### src/sv/fptm_pkg.sv
package fptm_pkg;

    localparam int TABLE_PAGES_DEF = 16;

    localparam int VA_W        = 48;
    localparam int PA_W        = 52;
    localparam int FLAGS_W     = 64;
    localparam int ENTRY_W     = 64;
    localparam int PAGE_OFS_W  = 12;
    localparam int FRAME_W     = PA_W - PAGE_OFS_W;
    localparam int ENTRY_IDX_W = 9;
    localparam int LEVEL_W     = 2;
    localparam int ADDED_W     = 2;
    localparam int STATUS_W    = 2;

    localparam int CFG_IDX_W   = 1;
    localparam int CFG_DATA_W  = 52;
    localparam int LIMIT_W     = 5;

    localparam logic [LIMIT_W-1:0]   POOL_LIMIT_RST = LIMIT_W'(16);
    localparam logic [CFG_IDX_W-1:0] CFG_POOL_BASE  = CFG_IDX_W'(0);
    localparam logic [CFG_IDX_W-1:0] CFG_POOL_LIMIT = CFG_IDX_W'(1);

    localparam logic [STATUS_W-1:0] ST_MAPPED    = STATUS_W'(0);
    localparam logic [STATUS_W-1:0] ST_EXHAUSTED = STATUS_W'(1);
    localparam logic [STATUS_W-1:0] ST_OUTSIDE   = STATUS_W'(2);

    // present and writable bits of a table link entry
    localparam logic [PAGE_OFS_W-1:0] LINK_FLAGS = PAGE_OFS_W'(12'h003);

    typedef struct packed {
        logic                load_req;
        logic                sweep_en;
        logic                alloc;
        logic                link;
        logic                follow;
        logic                leaf;
        logic                finish;
        logic [STATUS_W-1:0] code;
    } t_dp_cmd;

    typedef struct packed {
        logic entry_present;
        logic pool_full;
        logic outside_pool;
        logic sweep_row_last;
        logic sweep_all_last;
        logic last_level;
        logic out_free;
    } t_dp_status;

endpackage

### src/sv/fptm_ctrl.sv
module fptm_ctrl import fptm_pkg::*; (
    input  logic       i_clk,
    input  logic       i_rst_n,
    input  logic       i_in_valid,
    output logic       o_in_stall,
    input  t_dp_status i_st,
    output t_dp_cmd    o_cmd
);

    typedef enum logic [2:0] {
        S_CLEAR_ALL,
        S_IDLE,
        S_READ,
        S_CHECK,
        S_CLEAR_PAGE,
        S_LINK,
        S_LEAF,
        S_DONE
    } t_state;

    t_state              r_state, n_state;
    logic [STATUS_W-1:0] r_code, n_code;

    always_comb begin
        n_state        = r_state;
        n_code         = r_code;
        o_cmd          = '0;
        o_cmd.code     = r_code;
        case (r_state)
            S_CLEAR_ALL: begin
                o_cmd.sweep_en = 1'b1;
                if (i_st.sweep_all_last) n_state = S_IDLE;
            end
            S_IDLE: begin
                if (i_in_valid) begin
                    o_cmd.load_req = 1'b1;
                    n_state        = S_READ;
                end
            end
            S_READ: n_state = S_CHECK;
            S_CHECK: begin
                if (i_st.entry_present) begin
                    if (i_st.outside_pool) begin
                        n_code  = ST_OUTSIDE;
                        n_state = S_DONE;
                    end else begin
                        o_cmd.follow = 1'b1;
                        n_state      = i_st.last_level ? S_LEAF : S_READ;
                    end
                end else if (i_st.pool_full) begin
                    n_code  = ST_EXHAUSTED;
                    n_state = S_DONE;
                end else begin
                    o_cmd.alloc = 1'b1;
                    n_state     = S_CLEAR_PAGE;
                end
            end
            S_CLEAR_PAGE: begin
                o_cmd.sweep_en = 1'b1;
                if (i_st.sweep_row_last) n_state = S_LINK;
            end
            S_LINK: begin
                o_cmd.link = 1'b1;
                n_state    = i_st.last_level ? S_LEAF : S_READ;
            end
            S_LEAF: begin
                o_cmd.leaf = 1'b1;
                n_code     = ST_MAPPED;
                n_state    = S_DONE;
            end
            S_DONE: begin
                if (i_st.out_free) begin
                    o_cmd.finish = 1'b1;
                    n_state      = S_IDLE;
                end
            end
            default: n_state = S_IDLE;
        endcase
    end

    always_ff @(posedge i_clk) begin
        if (!i_rst_n) begin
            r_state <= S_CLEAR_ALL;
            r_code  <= ST_MAPPED;
        end else begin
            r_state <= n_state;
            r_code  <= n_code;
        end
    end

    assign o_in_stall = r_state != S_IDLE;

    a_alloc_room: assert property (@(posedge i_clk) disable iff (!i_rst_n)
        o_cmd.alloc |-> !i_st.pool_full)
        else $error("table allocated from a full pool");

    a_finish_free: assert property (@(posedge i_clk) disable iff (!i_rst_n)
        o_cmd.finish |-> i_st.out_free)
        else $error("result overwrote an untaken item");

endmodule

### config.mk
export PLATFORM = sky130hd
export DESIGN_NAME = fptm_ctrl
export DESIGN_NICKNAME = d
export VERILOG_FILES = /design/src/sv/fptm_pkg.sv /design/src/sv/fptm_ctrl.sv
export SDC_FILE = /design/constraint.sdc
export NUM_CORES = 1
export LEC_CHECK = 0
export ABC_AREA = 0
export BUFFER_PORTS_ARGS = -buffer_cell sky130_fd_sc_hd__buf_2
export CAP_MARGIN = 20
export CORE_AREA = 2 2 39 41
export DETAILED_ROUTE_END_ITERATION = 8
export DIE_AREA = 0 0 41 43
export HOLD_SLACK_MARGIN = 0.06
export PLACE_DENSITY_LB_ADDON = 0.08
export SYNTH_ARGS = -nofsm -noshare
export SYNTH_HDL_FRONTEND = slang
export SYNTH_SLANG_ARGS = --single-unit
### constraint.sdc
create_clock -name i_clk -period 2.2 [get_ports i_clk]
set_clock_uncertainty 0.2 [all_clocks]
set_input_delay 0.22 -clock i_clk [delete_from_list [all_inputs] [get_ports i_clk]]
set_output_delay 0.22 -clock i_clk [all_outputs]
set_load 0.01 [all_outputs]
### Word level (Yosys, flattened, before mapping)

Index checks and enable logic that the tools add are counted.

* equal/unequal tests: 14
* mux-type cells: 26
* reduce and logical (&&, ||, !) cells: 5

Operators by type and width (count)
* 3-bit one-hot mux with 8 select lines: 1
* 3-bit 2-to-1 mux: 7
* 1-bit 2-to-1 mux: 13
* 3-bit == test, second input constant: 4
* 2-bit 2-to-1 mux: 4
* 2-bit != test, second input constant: 4
* 3-bit by 2-bit == test with 1-bit output, second input constant: 2
* 3-bit != test, second input constant: 2
* 2-bit one-hot mux with 2 select lines: 1
* 4-bit AND reduction: 1
* 3-bit by 1-bit == test with 1-bit output, second input constant: 1
* 3-bit logical NOT: 1
* 3-bit by 1-bit != test with 1-bit output, second input constant: 1
* 3-bit AND reduction: 1
* 2-bit nonzero test: 1
* 2-bit OR reduction: 1

* register bits after elaboration: 5
* bits of input ports: 10
* output and inout port bits: 10
* logic and storage cells: 47

### Depth between registers and ports, before layout

* depth in word-level cells: 4
* gate-level depth with buffers: 4
* mapped depth without buffers: 3

### Least setup slack after synthesis

Ideal clock, no wire load.

* kind: register to output
* from: register r_state[2]
* to: output o_cmd[6] (netlist name)
* arrival time: 0.883 ns
* required time: 1.780 ns
* path slack: 0.897 ns
* stages on the path, launching flop included: 4
* buffers on the path: 1
* path through: dfxtp_1 > buf_2 > nand3b_4 > nor3_1

RTL lines
* from (decl): RTL line fptm_ctrl.sv:21 `t_state r_state, n_state;`
* from (signal assigned): RTL line fptm_ctrl.sv:86 `r_state <= n_state;`
* to (decl): RTL line fptm_ctrl.sv:7 `output t_dp_cmd o_cmd`

==> reports/metrics.yaml <==
status: "completed"
post_cts_buffers: 0
finalSetupTns_ns: 0
crit_path_top_delay_cell: "dfxtp_1"
post-route-period-util: 0.778
hold_path.class: "input port to flop"
avgSynthCellArea_um2: 7.97
power_frac_clock: 0.339
die_area_um2: 1760
period_minus_slack_ns: 1.71
synth_cells: 46
critPathRequiredTime_ns: 1.78
hold_viol: 0
startpoint_type: "flop"
dpl.cell_count: 78
grtUsageMet1: 0.135
wl_per_cell_um: 11.3
powerDensity_nw_per_um2: 636
final_common_cell: "buf_2"
multi_input_area_um2: 235
vias: 387
routabilityCongestion: 0.722
drive_gt1_frac: 0.343
leakagePower_uw: 0.000259
final_cells: 83
grt_pass1_wl_um: 1390
max_freq_mhz: 584
syn-num-nets: 56
setup_ws_ns: 0.488
comb_power_share: 0.263
critPathKind: "flop to primary output"
path_cells: "nor2b_1 -> and3_1 -> buf_2"
cts.sinks: 5
seqCellArea_um2: 100
cts_max_level: 1
use_met3: 0.0942
coreArea_um2: 1380
final-setup-viol-count: 0
gr-total-overflow: 0
clk_path_buf_depth: 2
antenna_found_initial: 0
port_buffers: 19
dieWidth_um: 41
clk_pin_slew_worst_paths_ns: 0.05
drc_errors: 0
worst_slew_pin_slew_ns: 0.451
placementRows: 14
crit_fanout: 10
synth_area_um2: 367
drt_iter0_drc: 13
arrival_ns: 1.29
drv_slew: 0
cts_tree: "yes"
grt_pass1_vias: 345
irDropWorstVdd_mv: 0.383
place_hpwl_um: 704
dpl_worst_slack_ns: 0.740
synth.distinct_cells: 24
start_util: 0.265
nets: 78
clockRootBuffer: "clkbuf_4"
track_usage: 0.125
endpoint_kind: "primary output"
pin_count: 20
wirelength_um: 941
clk_latency_ns: 0.24
switching_power_uw: 104
seqPwrFrac: 0.398
yosysWarningCount: 0
via_per_inst: 4.66
cap_violations: 0
grt_max_degree: 13
rsz0062_at_grt: "false"
use_met2: 0.175
switching_share: 0.327
antenna_cells: 0
final_cell_mix: "19 x buf_2, 5 x nand2_1, 5 x dfxtp_1"
intPower_uw: 213
syn2layout_area_growth_pct: 35.8
ant_nets: 0
slew_headroom: 0.699
fillers: 150
cts_made_buffers: 3
critPathMaxStageDelay_ns: 0.52
first_pass_iters: 4
grt.busiest_layer: "met2"
die_h_um: 43
yosysSeqAreaShare: 0.273
ys_seq_elements: 5
==> routing by layer <==
metal / routed length (µm) / up-vias
met5: 0 / -
met4: 14 / 0
met3: 42 / 2
met2: 445 / 9
met1: 439 / 167
li1: - / 209
==> cell type report <==
| type | count | area share |
|---|---|---|
| Tap cell | 16 | 0.0402 |
| Clock buffer | 4 | 0.0528 |
| Inverter | 3 | 0.0226 |
| Timing Repair Buffer | 20 | 0.211 |
| Multi-Input combinational cell | 35 | 0.472 |
| Sequential cell | 5 | 0.201 |
==> cell usage after synthesis <==
cell type  number  area share
o211ai_1        1       0.020
buf_4           2       0.041
nand3b_1        2       0.041
dfxtp_1         5        0.27
nand2_1         5       0.051
mux2i_1         2       0.055
and3_1          2       0.034
o221a_1         1       0.031
nand3b_4        1       0.055
a32oi_1         1       0.024
o2111ai_1       1       0.024
o22a_1          1       0.024
nand3_1         1       0.014
nand2b_1        4       0.068
o21a_1          1       0.020
nor2b_1         1       0.017
o21ai_0         3       0.041
o211a_1         1       0.027
inv_1           3       0.031
nor2_1          4       0.041
a31oi_1         1       0.017
nor3_1          1       0.014
o311ai_0        1       0.024
buf_2           1       0.014
==> critical path, delay by kind of cell, from the launching register on <==
kind | cells | cell delay, ns
flip-flops | 1 | 0.52
buffers and inverters | 1 | 0.12
AND/OR/NAND/NOR | 2 | 0.42
==> final timing paths <==
| path | slack [ns] | end | depth (start not counted) | startpoint |
|---|---|---|---|---|
| setup / recovery | 0.49 | o_cmd[8] | 3 | r_state[0] |
| hold / removal | 0.1 | r_code[0] | 3 | i_st[5] |
| setup reg to reg | 0.82 | r_state[0] | 3 | r_state[0] |
| hold reg to reg | 0.31 | r_code[0] | 2 | r_code[0] |
==> cell families after synthesis <==
group | after synthesis | share of synthesized area
AND/OR/NAND/NOR | 21 | 0.334
AO/OA/AOI/OAI | 12 | 0.253
buffers and inverters | 6 | 0.0853
flip-flops | 5 | 0.273
multiplexers | 2 | 0.0546
==> power groups by stage <==
| stage | sequential [µW] | clock, µW | combinational [µW] |
|---|---|---|---|
| floorplan | 108 | 0 | 75.0 |
| global placement | 127 | 0 | 85.0 |
| detailed placement | 127 | 0 | 83.2 |
| CTS | 125 | 116 | 84.8 |
| global route | 128 | 124 | 93.9 |
| finish | 126 | 107 | 83.2 |
==> state kept, by name (all words and copies together), names as in the netlist <==
signal / cells
r_state: 3
r_code: 2
==> metrics by stage <==
| step | utilization | hold slack (ns) | instance area (µm²) | total power (µW) |
|---|---|---|---|---|
| 6_report | 0.360 | 0.100 | 498 | 317 |
| 3_3_place_gp | 0.334 | 0.310 | 462 | 212 |
| 3_5_place_dp | 0.334 | 0.306 | 462 | 210 |
| 5_1_grt | 0.360 | 0.112 | 498 | 346 |
| 4_1_cts | 0.360 | 0.0986 | 498 | 326 |
| 2_1_floorplan | - | 0.129 | 367 | 183 |
==> timing repair <==
| item | 4_1_cts | 5_1_grt |
|---|---|---|
| hold buffers | 1 | 0 |
| gates resized for setup | 0 | 0 |
| hold endpoints to repair | 1 | 0 |
(Power assumes the default switching activity.)
